===== config.mk =====
export PLATFORM = sky130hd
export DESIGN_NAME = dsss_ppdu_framer
export DESIGN_NICKNAME = d
export VERILOG_FILES = /design/src/design/dpf_pkg.sv /design/src/design/dpf_front.sv /design/src/design/dpf_queue.sv /design/src/design/dpf_back.sv /design/src/design/dsss_ppdu_framer.sv
export SDC_FILE = /design/constraint.sdc
export NUM_CORES = 1
export LEC_CHECK = 0
export BUFFER_PORTS_ARGS = -buffer_cell sky130_fd_sc_hd__buf_2
export CAP_MARGIN = 15
export CELL_PAD_IN_SITES_DETAIL_PLACEMENT = 1
export CELL_PAD_IN_SITES_GLOBAL_PLACEMENT = 1
export CORE_ASPECT_RATIO = 1.4
export CORE_MARGIN = 5
export CORE_UTILIZATION = 44
export DETAILED_ROUTE_END_ITERATION = 8
export GPL_ROUTABILITY_DRIVEN = 0
export GPL_TIMING_DRIVEN = 0
export HOLD_SLACK_MARGIN = 0.1
export PLACE_DENSITY_LB_ADDON = 0.08
export SETUP_SLACK_MARGIN = 0.1
export SYNTH_ARGS = -nofsm -noshare
export SYNTH_HDL_FRONTEND = slang
export SYNTH_SLANG_ARGS = --single-unit

===== constraint.sdc =====
create_clock -name aclk -period 7.06 [get_ports aclk]
set_input_delay 0.353 -clock aclk [delete_from_list [all_inputs] [get_ports aclk]]
set_output_delay 0.353 -clock aclk [all_outputs]
set_load 0.02 [all_outputs]

===== src/design/dpf_pkg.sv =====
// shared types, constants and helper functions for the dsss ppdu framer
package dpf_pkg;

    localparam int MAX_PSDU_BYTES = 4095;
    localparam int LEN_W          = 12;
    localparam int USEC_W         = 16;
    localparam int DIV_X_W        = 17;
    localparam int RECIP_W        = 18;
    localparam int RECIP_SHIFT    = 21;
    // ceil(2^21 / 11), exact quotient for every dividend below 2^17
    localparam logic [RECIP_W-1:0] RECIP_11 = 18'd190651;

    localparam int QUEUE_DEPTH = 2;
    localparam int QPTR_W      = (QUEUE_DEPTH > 1) ? $clog2(QUEUE_DEPTH) : 1;
    localparam int QCNT_W      = $clog2(QUEUE_DEPTH + 1);

    localparam int STEP_W         = 5;
    localparam int LONG_SYNC_LEN  = 18;
    localparam int SHORT_SYNC_LEN = 9;
    localparam int HDR_LEN        = 6;

    localparam logic [7:0] SEED_LONG     = 8'h1B;
    localparam logic [7:0] SEED_SHORT    = 8'h6C;
    localparam logic [7:0] SERVICE_BASE  = 8'h04;
    localparam logic [7:0] SERVICE_EXT   = 8'h84;
    localparam logic [15:0] CRC_PRESET   = 16'hFFFF;
    localparam logic [15:0] CRC_TAPS     = 16'h0810;

    // rate modes
    localparam logic [2:0] MODE_LONG_LAST = 3'd3;
    localparam logic [2:0] MODE_MAX       = 3'd6;
    localparam logic [2:0] MODE_SHORT_OFS = 3'd3;

    // speed codes
    localparam logic [1:0] SPEED_1M  = 2'd0;
    localparam logic [1:0] SPEED_2M  = 2'd1;
    localparam logic [1:0] SPEED_5M5 = 2'd2;
    localparam logic [1:0] SPEED_11M = 2'd3;

    // header byte positions
    localparam logic [2:0] HB_SIGNAL  = 3'd0;
    localparam logic [2:0] HB_SERVICE = 3'd1;
    localparam logic [2:0] HB_LEN_LO  = 3'd2;
    localparam logic [2:0] HB_LEN_HI  = 3'd3;
    localparam logic [2:0] HB_CRC_LO  = 3'd4;
    localparam logic [2:0] HB_CRC_HI  = 3'd5;

    // register address map
    localparam int PADDR_W = 3;
    localparam logic [0:0] REG_RATE_MODE = 1'b0;

    localparam logic [7:0] LONG_SYNC [LONG_SYNC_LEN] = '{
        8'hFF, 8'hFF, 8'hFF, 8'hFF, 8'hFF, 8'hFF, 8'hFF, 8'hFF, 8'hFF,
        8'hFF, 8'hFF, 8'hFF, 8'hFF, 8'hFF, 8'hFF, 8'hFF, 8'hA0, 8'hF3
    };
    localparam logic [7:0] SHORT_SYNC [SHORT_SYNC_LEN] = '{
        8'h00, 8'h00, 8'h00, 8'h00, 8'h00, 8'h00, 8'h00, 8'hCF, 8'h05
    };
    localparam logic [7:0] SIGNAL_CODE [4] = '{8'h0A, 8'h14, 8'h37, 8'h6E};

    typedef struct packed {
        logic [7:0]       data_byte;
        logic             first_byte;
        logic             last_byte;
        logic [LEN_W-1:0] psdu_length;
    } in_item_t;

    typedef struct packed {
        logic [7:0] out_byte;
        logic       end_of_run;
        logic       end_of_packet;
    } out_item_t;

    typedef struct packed {
        logic [7:0]        data_byte;
        logic              first_byte;
        logic              last_byte;
        logic [2:0]        mode;
        logic              long_pre;
        logic [1:0]        speed;
        logic [USEC_W-1:0] usec;
        logic [3:0]        x_lo;
    } q_entry_t;

    typedef struct packed {
        logic full;
        logic valid;
    } q_status_t;

    typedef struct packed {
        logic in_prefix;
    } back_status_t;

    typedef enum logic [0:0] {
        BK_NEXT,
        BK_PREFIX
    } back_state_t;

    // self-synchronizing scrambler over one byte, lsb first; returns {state, out}
    function automatic logic [15:0] scramble_byte(input logic [7:0] state,
                                                  input logic [7:0] din);
        logic [7:0] s;
        logic [7:0] o;
        logic       b;
        s = state;
        o = '0;
        for (int j = 0; j < 8; j++) begin
            b    = din[j] ^ s[3] ^ s[6];
            o[j] = b;
            s    = {s[6:0], b};
        end
        return {s, o};
    endfunction

    // crc-16 update over one header byte, lsb first
    function automatic logic [15:0] crc_byte(input logic [15:0] crc_in,
                                             input logic [7:0] din);
        logic [15:0] c;
        logic        fb;
        c = crc_in;
        for (int j = 0; j < 8; j++) begin
            fb = c[15] ^ din[j];
            if (fb) begin
                c = c ^ CRC_TAPS;
            end
            c = {c[14:0], fb};
        end
        return c;
    endfunction

endpackage


===== src/design/dpf_front.sv =====
// front end: accepts requests, drops strays, works out rate and length fields
module dpf_front (
    input  logic               aclk,
    input  logic               aresetn,
    input  logic               s_valid,
    output logic               s_ready,
    input  dpf_pkg::in_item_t  s_item,
    input  logic [2:0]         rate_mode,
    input  dpf_pkg::q_status_t q_stat,
    output logic               push,
    output dpf_pkg::q_entry_t  entry
);
    import dpf_pkg::*;

    logic                     in_packet_reg;
    logic                     in_packet_next;
    logic                     accept;
    logic [2:0]               mode;
    logic                     long_pre;
    logic [1:0]               speed;
    logic [LEN_W-1:0]         len;
    logic [DIV_X_W-1:0]       div_x;
    logic [DIV_X_W+RECIP_W-1:0] prod;
    logic [USEC_W-1:0]        usec;

    assign s_ready = !q_stat.full;
    assign accept  = s_valid && s_ready;

    always_comb begin
        mode     = (rate_mode > MODE_MAX) ? 3'd0 : rate_mode;
        long_pre = (mode <= MODE_LONG_LAST);
        speed    = long_pre ? mode[1:0] : 2'(mode - MODE_SHORT_OFS);

        if ({1'b0, s_item.psdu_length} > (LEN_W+1)'(MAX_PSDU_BYTES)) begin
            len = LEN_W'(MAX_PSDU_BYTES);
        end else begin
            len = s_item.psdu_length;
        end

        // 5.5M divides 16*L+10 by 11, 11M divides 8*L+10 by 11
        if (speed == SPEED_5M5) begin
            div_x = {1'b0, len, 4'b0000} + DIV_X_W'(10);
        end else begin
            div_x = {2'b00, len, 3'b000} + DIV_X_W'(10);
        end
        prod = (DIV_X_W+RECIP_W)'(div_x) * (DIV_X_W+RECIP_W)'(RECIP_11);

        case (speed)
            SPEED_1M: usec = {1'b0, len, 3'b000};
            SPEED_2M: usec = {2'b00, len, 2'b00};
            default:  usec = USEC_W'(prod[DIV_X_W+RECIP_W-1:RECIP_SHIFT]);
        endcase

        entry.data_byte  = s_item.data_byte;
        entry.first_byte = s_item.first_byte;
        entry.last_byte  = s_item.last_byte;
        entry.mode       = mode;
        entry.long_pre   = long_pre;
        entry.speed      = speed;
        entry.usec       = usec;
        entry.x_lo       = div_x[3:0];

        push           = accept && (s_item.first_byte || in_packet_reg);
        in_packet_next = in_packet_reg;
        if (push) begin
            in_packet_next = !s_item.last_byte;
        end
    end

    always_ff @(posedge aclk) begin
        if (!aresetn) begin
            in_packet_reg <= 1'b0;
        end else begin
            in_packet_reg <= in_packet_next;
        end
    end

endmodule


===== src/design/dpf_queue.sv =====
// short request queue between front end and back end
module dpf_queue (
    input  logic               aclk,
    input  logic               aresetn,
    input  logic               push,
    input  dpf_pkg::q_entry_t  entry,
    input  logic               pop,
    output dpf_pkg::q_entry_t  head,
    output dpf_pkg::q_status_t q_stat
);
    import dpf_pkg::*;

    q_entry_t          mem_reg [QUEUE_DEPTH];
    logic [QPTR_W-1:0] wr_ptr_reg, wr_ptr_next;
    logic [QPTR_W-1:0] rd_ptr_reg, rd_ptr_next;
    logic [QCNT_W-1:0] count_reg, count_next;

    assign head         = mem_reg[rd_ptr_reg];
    assign q_stat.full  = (count_reg == QCNT_W'(QUEUE_DEPTH));
    assign q_stat.valid = (count_reg != '0);

    always_comb begin
        wr_ptr_next = wr_ptr_reg;
        rd_ptr_next = rd_ptr_reg;
        count_next  = count_reg;
        if (push) begin
            wr_ptr_next = (wr_ptr_reg == QPTR_W'(QUEUE_DEPTH - 1)) ? '0
                                                                 : wr_ptr_reg + 1'b1;
        end
        if (pop) begin
            rd_ptr_next = (rd_ptr_reg == QPTR_W'(QUEUE_DEPTH - 1)) ? '0
                                                                 : rd_ptr_reg + 1'b1;
        end
        if (push && !pop) begin
            count_next = count_reg + 1'b1;
        end else if (pop && !push) begin
            count_next = count_reg - 1'b1;
        end
    end

    always_ff @(posedge aclk) begin
        if (push) begin
            mem_reg[wr_ptr_reg] <= entry;
        end
    end

    always_ff @(posedge aclk) begin
        if (!aresetn) begin
            wr_ptr_reg <= '0;
            rd_ptr_reg <= '0;
            count_reg  <= '0;
        end else begin
            wr_ptr_reg <= wr_ptr_next;
            rd_ptr_reg <= rd_ptr_next;
            count_reg  <= count_next;
        end
    end

endmodule


===== src/design/dpf_back.sv =====
// back end: emits tag, preamble, header and scrambled data into the output register
module dpf_back (
    input  logic                 aclk,
    input  logic                 aresetn,
    input  dpf_pkg::q_entry_t    head,
    input  dpf_pkg::q_status_t   q_stat,
    output logic                 pop,
    output dpf_pkg::back_status_t b_stat,
    output logic                 m_valid,
    input  logic                 m_ready,
    output dpf_pkg::out_item_t   m_item
);
    import dpf_pkg::*;

    back_state_t       state_reg, state_next;
    logic [STEP_W-1:0] step_reg, step_next;
    logic [7:0]        scr_reg, scr_next;
    logic [15:0]       crc_reg, crc_next;
    logic              out_valid_reg, out_valid_next;
    out_item_t         out_item_reg, out_item_next;

    logic              adv;
    logic [STEP_W-1:0] pre_len;
    logic [STEP_W-1:0] last_step;
    logic [STEP_W-1:0] sidx;
    logic [STEP_W-1:0] hidx;
    logic [7:0]        service;
    logic [7:0]        signal;
    logic [7:0]        m11;
    logic [3:0]        rem;
    logic [31:0]       hdr;
    logic [15:0]       crc_fin;
    logic [7:0]        raw_byte;
    logic [15:0]       scr_res;

    assign m_valid          = out_valid_reg;
    assign m_item           = out_item_reg;
    assign b_stat.in_prefix = (state_reg == BK_PREFIX);
    assign adv              = !out_valid_reg || m_ready;

    always_comb begin
        // remainder of the 11M division, only its low bits matter
        m11     = 8'(head.usec[3:0]) * 8'd11;
        rem     = head.x_lo - m11[3:0];
        service = ((head.speed == SPEED_11M) && (rem <= 4'd2)) ? SERVICE_EXT
                                                                : SERVICE_BASE;
        signal  = SIGNAL_CODE[head.speed];
        hdr     = {head.usec, service, signal};
        crc_fin = crc_reg ^ CRC_PRESET;

        pre_len   = head.long_pre ? STEP_W'(LONG_SYNC_LEN) : STEP_W'(SHORT_SYNC_LEN);
        last_step = pre_len + STEP_W'(HDR_LEN + 1);
        sidx      = step_reg - 1'b1;
        hidx      = step_reg - pre_len - 1'b1;

        raw_byte = head.data_byte;
        if (state_reg == BK_PREFIX) begin
            if (step_reg <= pre_len) begin
                raw_byte = head.long_pre ? LONG_SYNC[sidx] : SHORT_SYNC[sidx[3:0]];
            end else if (step_reg != last_step) begin
                case (hidx[2:0])
                    HB_SIGNAL:  raw_byte = hdr[7:0];
                    HB_SERVICE: raw_byte = hdr[15:8];
                    HB_LEN_LO:  raw_byte = hdr[23:16];
                    HB_LEN_HI:  raw_byte = hdr[31:24];
                    HB_CRC_LO:  raw_byte = crc_fin[7:0];
                    HB_CRC_HI:  raw_byte = crc_fin[15:8];
                    default:    raw_byte = 8'h00;
                endcase
            end
        end
        scr_res = scramble_byte(scr_reg, raw_byte);

        state_next     = state_reg;
        step_next      = step_reg;
        scr_next       = scr_reg;
        crc_next       = crc_reg;
        out_valid_next = out_valid_reg;
        out_item_next  = out_item_reg;
        pop            = 1'b0;

        if (adv) begin
            out_valid_next = 1'b0;
            if (q_stat.valid) begin
                out_valid_next = 1'b1;
                case (state_reg)
                    BK_NEXT: begin
                        if (head.first_byte) begin
                            // rate tag goes out unscrambled, scrambler reseeds
                            out_item_next.out_byte      = {5'b00000, head.mode};
                            out_item_next.end_of_run    = 1'b0;
                            out_item_next.end_of_packet = 1'b0;
                            scr_next   = head.long_pre ? SEED_LONG : SEED_SHORT;
                            crc_next   = CRC_PRESET;
                            step_next  = STEP_W'(1);
                            state_next = BK_PREFIX;
                        end else begin
                            out_item_next.out_byte      = scr_res[7:0];
                            out_item_next.end_of_run    = 1'b1;
                            out_item_next.end_of_packet = head.last_byte;
                            scr_next = scr_res[15:8];
                            pop      = 1'b1;
                        end
                    end
                    BK_PREFIX: begin
                        out_item_next.out_byte = scr_res[7:0];
                        scr_next = scr_res[15:8];
                        // crc runs over the four header bytes during the preamble
                        if (step_reg <= STEP_W'(4)) begin
                            case (sidx[1:0])
                                2'd0:    crc_next = crc_byte(crc_reg, hdr[7:0]);
                                2'd1:    crc_next = crc_byte(crc_reg, hdr[15:8]);
                                2'd2:    crc_next = crc_byte(crc_reg, hdr[23:16]);
                                default: crc_next = crc_byte(crc_reg, hdr[31:24]);
                            endcase
                        end
                        if (step_reg == last_step) begin
                            out_item_next.end_of_run    = 1'b1;
                            out_item_next.end_of_packet = head.last_byte;
                            pop        = 1'b1;
                            step_next  = '0;
                            state_next = BK_NEXT;
                        end else begin
                            out_item_next.end_of_run    = 1'b0;
                            out_item_next.end_of_packet = 1'b0;
                            step_next = step_reg + 1'b1;
                        end
                    end
                    default: begin
                        state_next = BK_NEXT;
                        step_next  = '0;
                    end
                endcase
            end
        end
    end

    always_ff @(posedge aclk) begin
        if (!aresetn) begin
            state_reg     <= BK_NEXT;
            step_reg      <= '0;
            scr_reg       <= '0;
            out_valid_reg <= 1'b0;
        end else begin
            state_reg     <= state_next;
            step_reg      <= step_next;
            scr_reg       <= scr_next;
            out_valid_reg <= out_valid_next;
        end
    end

    always_ff @(posedge aclk) begin
        crc_reg      <= crc_next;
        out_item_reg <= out_item_next;
    end

endmodule


===== src/design/dsss_ppdu_framer.sv =====
// top level of the dsss ppdu framer: register port, front end, queue, back end
// a data request reaches m_valid through the queue and the back-end output register
// throughput while m_ready is high: data requests one per cycle; a first request
//   yields 26 results (long preamble) or 17 (short), one per cycle, set by the back-end sequencer
// the two-entry queue lets input run on while the prefix drains, then stalls it
// reset: synchronous active-low aresetn clears rate_mode, queue, sequencer state
module dsss_ppdu_framer (
    input  logic                          aclk,
    input  logic                          aresetn,
    // register port
    input  logic                          psel,
    input  logic                          penable,
    input  logic                          pwrite,
    input  logic [dpf_pkg::PADDR_W-1:0]   paddr,
    input  logic [31:0]                   pwdata,
    output logic [31:0]                   prdata,
    output logic                          pready,
    // request input
    input  logic                          s_valid,
    output logic                          s_ready,
    input  dpf_pkg::in_item_t             s_item,
    // result output
    output logic                          m_valid,
    input  logic                          m_ready,
    output dpf_pkg::out_item_t            m_item
);
    import dpf_pkg::*;

    logic [2:0]   rate_mode_reg, rate_mode_next;
    logic         cfg_write;
    logic         push;
    logic         pop;
    q_entry_t     entry;
    q_entry_t     head;
    q_status_t    q_stat;
    back_status_t b_stat;

    // register port: always ready, word address selects the register
    assign pready    = 1'b1;
    assign cfg_write = psel && penable && pwrite && (paddr[2:2] == REG_RATE_MODE);

    always_comb begin
        rate_mode_next = rate_mode_reg;
        if (cfg_write) begin
            rate_mode_next = pwdata[2:0];
        end
        if (paddr[2:2] == REG_RATE_MODE) begin
            prdata = {29'd0, rate_mode_reg};
        end else begin
            prdata = '0;
        end
    end

    always_ff @(posedge aclk) begin
        if (!aresetn) begin
            rate_mode_reg <= '0;
        end else begin
            rate_mode_reg <= rate_mode_next;
        end
    end

    // front end classifies each request and precomputes the length field
    dpf_front u_front (
        .aclk      (aclk),
        .aresetn   (aresetn),
        .s_valid   (s_valid),
        .s_ready   (s_ready),
        .s_item    (s_item),
        .rate_mode (rate_mode_reg),
        .q_stat    (q_stat),
        .push      (push),
        .entry     (entry)
    );

    // decoupling queue
    dpf_queue u_queue (
        .aclk    (aclk),
        .aresetn (aresetn),
        .push    (push),
        .entry   (entry),
        .pop     (pop),
        .head    (head),
        .q_stat  (q_stat)
    );

    // back end holds a first request at the queue head until its data byte goes out
    dpf_back u_back (
        .aclk    (aclk),
        .aresetn (aresetn),
        .head    (head),
        .q_stat  (q_stat),
        .pop     (pop),
        .b_stat  (b_stat),
        .m_valid (m_valid),
        .m_ready (m_ready),
        .m_item  (m_item)
    );

`ifndef NO_ASSERTIONS
    // while the prefix runs, its first request must sit at the queue head
    a_prefix_head: assert property (@(posedge aclk) disable iff (!aresetn)
        b_stat.in_prefix |-> (q_stat.valid && head.first_byte))
        else $error("prefix running without a first request at queue head");

    // a pending result that does not end its run comes only from a live prefix
    a_run_open: assert property (@(posedge aclk) disable iff (!aresetn)
        (m_valid && !m_item.end_of_run) |-> b_stat.in_prefix)
        else $error("open run result outside the prefix sequence");

    // reset leaves no result pending
    a_reset_idle: assert property (@(posedge aclk)
        !aresetn |=> !m_valid)
        else $error("result pending right after reset");
`endif

endmodule


==> results.md <==
- Number of flip-flops under the largest register name: between 60 and 70
- Share of the yosys chip area belonging to registers: 0.276
- Ports: 109
- P_sw: around 3.2 mW
- Actual slew at the worst max-slew pin: roughly 0.94 ns
- Die W: about 150 µm
- Data arrival time of the worst path: ~7.5 ns
- Final Power: about 6.8 mW
- Status: finished with violations
- Startpoint Class: flop
- Worst-path clk slew: 0.06 ns
- Post-route insts no fill: around 1600
- Portion of total power attributed to sequential cells: 0.145
- Max incr delay on CP: roughly 0.53 ns
- Clk root buf: clkbuf_16
- HP Class: in -> reg
- R2r endpoint: u_queue.mem_reg[0][17]
- Combinational share of power: 0.730
- Inserted Diodes: 0
- First DRT Iteration DRCs: between 200 and 300
- Syn. warnings: 0
- Crit path from: rate_mode_reg[2]
- Filler Cells Inserted: ~2800
- Total CTS buffers: 17
- CTS max path bufs: 2
- Final Hold Viols: 0
- Sw Ratio: 0.474
- Rows: slightly below 70
- Largest net degree at the start of global routing: 33
- Critical R2R Launch: rate_mode_reg[2]
- Starting Density: 0.448
- Fin util: 0.532
- DR WL/cell: ~20 µm
- Clock power share: 0.125
- Final Skew: 0.00956 ns
- Port bufs: between 40 and 50
- Initial antenna violation count: 0
- Inst Count DP: approximately 1500
- Syn Inst Count: between 1000 and 1500
- Area Overhead vs Synth: 18.8%
- First drt pass iteration count: 4
- Violated checks: setup timing
- Vias after detailed routing: 8731
- Period minus WS final: approximately 7.3 ns
- Post-synth top flop: edfxtp_1
- Layout cells sized above 1: 0.210
- Leak Pwr: 6.02 nW
- Internal power: about 3.6 mW
- Total GRT Usage: 0.224
- Yosys cell types: 75
- Drt total wl: 32700 µm
- # DRC: 0
- Hold Path End: u_queue.mem_reg[0][25]
- Hold wc startpoint: s_item[12]
- Largest fanout on the critical path: 6
- Die area: between 0.02 and 0.03 mm²
- Final Worst Setup Slack: -0.249 ns
- WP data required: around 7.3 ns
- Maximum vdd drop: approximately 0.00057 V
- Worst-Skew Late Latency: between 0.4 and 0.5 ns
- CP max stage cell: fa_1
- Number of global-route vias before repair: 9636
- Final Setup Violations: 8
- First-pass GRT wire length: 51600 µm
- Post-Syn Area: 0.0114 mm²
- Final slew viol count: 0
- Hold depth: 1
- Hpwl dp: between 20000 and 30000 µm
- Std-Cell Core Area: around 0.026 mm²
- Reg2Reg Setup Slack: -0.25 ns
- Most frequent cells in the layout: inv_1, ha_1, edfxtp_1
- Fin Setup TNS: -1.52 ns
- Flops & latches, synth: ~110
- Worst-case reg-to-reg path depth: 29
- TritonCTS clock tree: yes
- Die Ht: around 200 µm
- Critical Path Sink Type: flop
- Tcrit/Tclk final: 1.04
- Crit Path Class: reg -> reg
- RSZ-0062 raised after global routing: yes
- Syn avg cell area: 10.0 µm²
- Normalized max-slew margin: 0.372
- Overflow left after global routing: 0
- F_max: between 100 and 150 MHz
- Clock Sinks: ~110
- Most common cell after layout, fill and taps aside: inv_1
- Final ANT Viol Nets: 0
- Vias/cell: 5.40
- Crit-path most repeated cell: fa_1
- CTS H-tree lvls: 4
- Post-synth EDFFs: 90
- MaxCap Viol Count: 0
- Nets: ~1600
- Cell Pwr Density: around 500 mW/mm²
- FFs w/ async S/R, synth: 0
## logic make-up (layout without fill, tap and decap cells)
| logic type | count (synthesis) | count (layout) | synth area share |
|---|---|---|---|
| fa+ha+maj | 211 | 211 | 0.279 |
| compound gates | 185 | 185 | 0.119 |
| flops | 113 | 113 | 0.276 |
| simple gates | 234 | 234 | 0.0997 |
| mux | 53 | 53 | 0.0484 |
| other cells | 2 | 30 | 0.000656 |
| xor+xnor | 105 | 105 | 0.0860 |
| buf+inv | 239 | 367 | 0.0903 |
## worst max-delay path, delay by kind of cell, from the launching register on
kind,cells,cell delay (ns)
buf+inv,8,0.81
flops,1,0.33
compound gates,9,2.01
simple gates,5,0.69
fa+ha+maj,7,3.28
## power by group through the flow
stage,combinational (mW),sequential [mW],clock [mW]
floorplan,3.38,1.02,0
global placement,4.44,0.998,0
detailed placement,4.54,1.00,0
CTS,4.87,0.991,0.863
global route,5.54,1.00,0.893
finish,4.98,0.989,0.849
## cell type report
class / instances / area (µm²) / share of cell area
plain buffers: 70 / 439 / 0.0323
clock buffers: 19 / 454 / 0.0334
clock inverters: 13 / 124 / 0.00911
inverters: 169 / 637 / 0.0469
multi-input cells: 818 / 7730 / 0.569
flip-flops and latches: 113 / 3170 / 0.233
well taps: 319 / 399 / 0.0294
repair buffers: 96 / 637 / 0.0469
## worst max-delay path by stage
| stage | endpoint | slack (ns) | depth (start not counted) |
|---|---|---|---|
| 6_report | u_queue.mem_reg[0][17] | -0.25 | 29 |
| 4_1_cts | u_queue.mem_reg[0][16] | -0.12 | 28 |
| 5_1_grt | u_queue.mem_reg[0][16] | -0.50 | 29 |
| 2_1_floorplan | u_queue.mem_reg[0][15] | 0.11 | 25 |
| 3_3_place_gp | u_queue.mem_reg[0][15] | -1.18 | 27 |
| 3_5_place_dp | u_queue.mem_reg[0][15] | -1.27 | 27 |
## synth_stat cells (3+ instances only)
library cell,n,area share
nor3_1,11,0.0048
edfxtp_1,90,0.24
a211oi_1,10,0.0066
dfxtp_1,23,0.040
xor2_1,34,0.026
a222oi_1,6,0.0052
buf_4,32,0.021
o21ai_0,34,0.015
nor2_1,58,0.019
or3_1,12,0.0066
o21ai_1,4,0.0017
a211o_1,4,0.0031
a22oi_1,4,0.0026
o31ai_1,7,0.0046
a21o_1,7,0.0046
mux2_2,13,0.013
nand3b_1,4,0.0026
buf_2,6,0.0026
nand4_1,7,0.0038
and3_1,7,0.0038
o221ai_1,3,0.0023
nor3b_1,4,0.0026
inv_1,169,0.055
o221a_2,4,0.0039
mux2i_1,38,0.033
a31oi_1,7,0.0038
a21oi_1,25,0.011
and2_1,8,0.0044
fa_1,74,0.13
nand3_1,15,0.0066
and4_1,3,0.0023
nand2_1,71,0.023
or2_2,3,0.0016
o211ai_1,20,0.013
ha_1,137,0.15
a21boi_0,6,0.0039
xnor2_1,65,0.050
nand2b_1,9,0.0049
nor2b_1,17,0.0093
o21a_1,8,0.0052
clkbuf_1,30,0.0098
a221o_1,4,0.0035
## metal layers
layer  track usage  wire length, µm  vias to the layer above
met3        0.0210              474                       67
met1         0.224            11800                     4374
li1              -                -                     4166
met4         0.104             1410                        0
met2         0.454            19000                      124
met5             0                0                        -
## repair_timing
| item | in CTS | in global routing |
|---|---|---|
| resized for setup | 39 | 44 |
| hold buffers | 0 | 0 |
| endpoints found under the setup margin | 28 | 24 |
| gates cloned | 1 | 0 |
| hold endpoints to repair | 0 | 0 |
| setup buffers | 37 | 15 |
| pin swaps | 22 | 32 |
## per-stage QoR
| stage | hold WS, ns | instance area (µm²) | worst slack [ns] |
|---|---|---|---|
| after global placement | 0.473 | 12300 | -1.18 |
| after detailed placement | 0.491 | 12300 | -1.27 |
| after CTS | 0.115 | 13300 | -0.122 |
| after floorplan | 0.452 | 11600 | 0.112 |
| after global routing | 0.116 | 13600 | -0.502 |
| final | 0.134 | 13600 | -0.249 |
No activity file was read; power rests on OpenSTA's default activity.
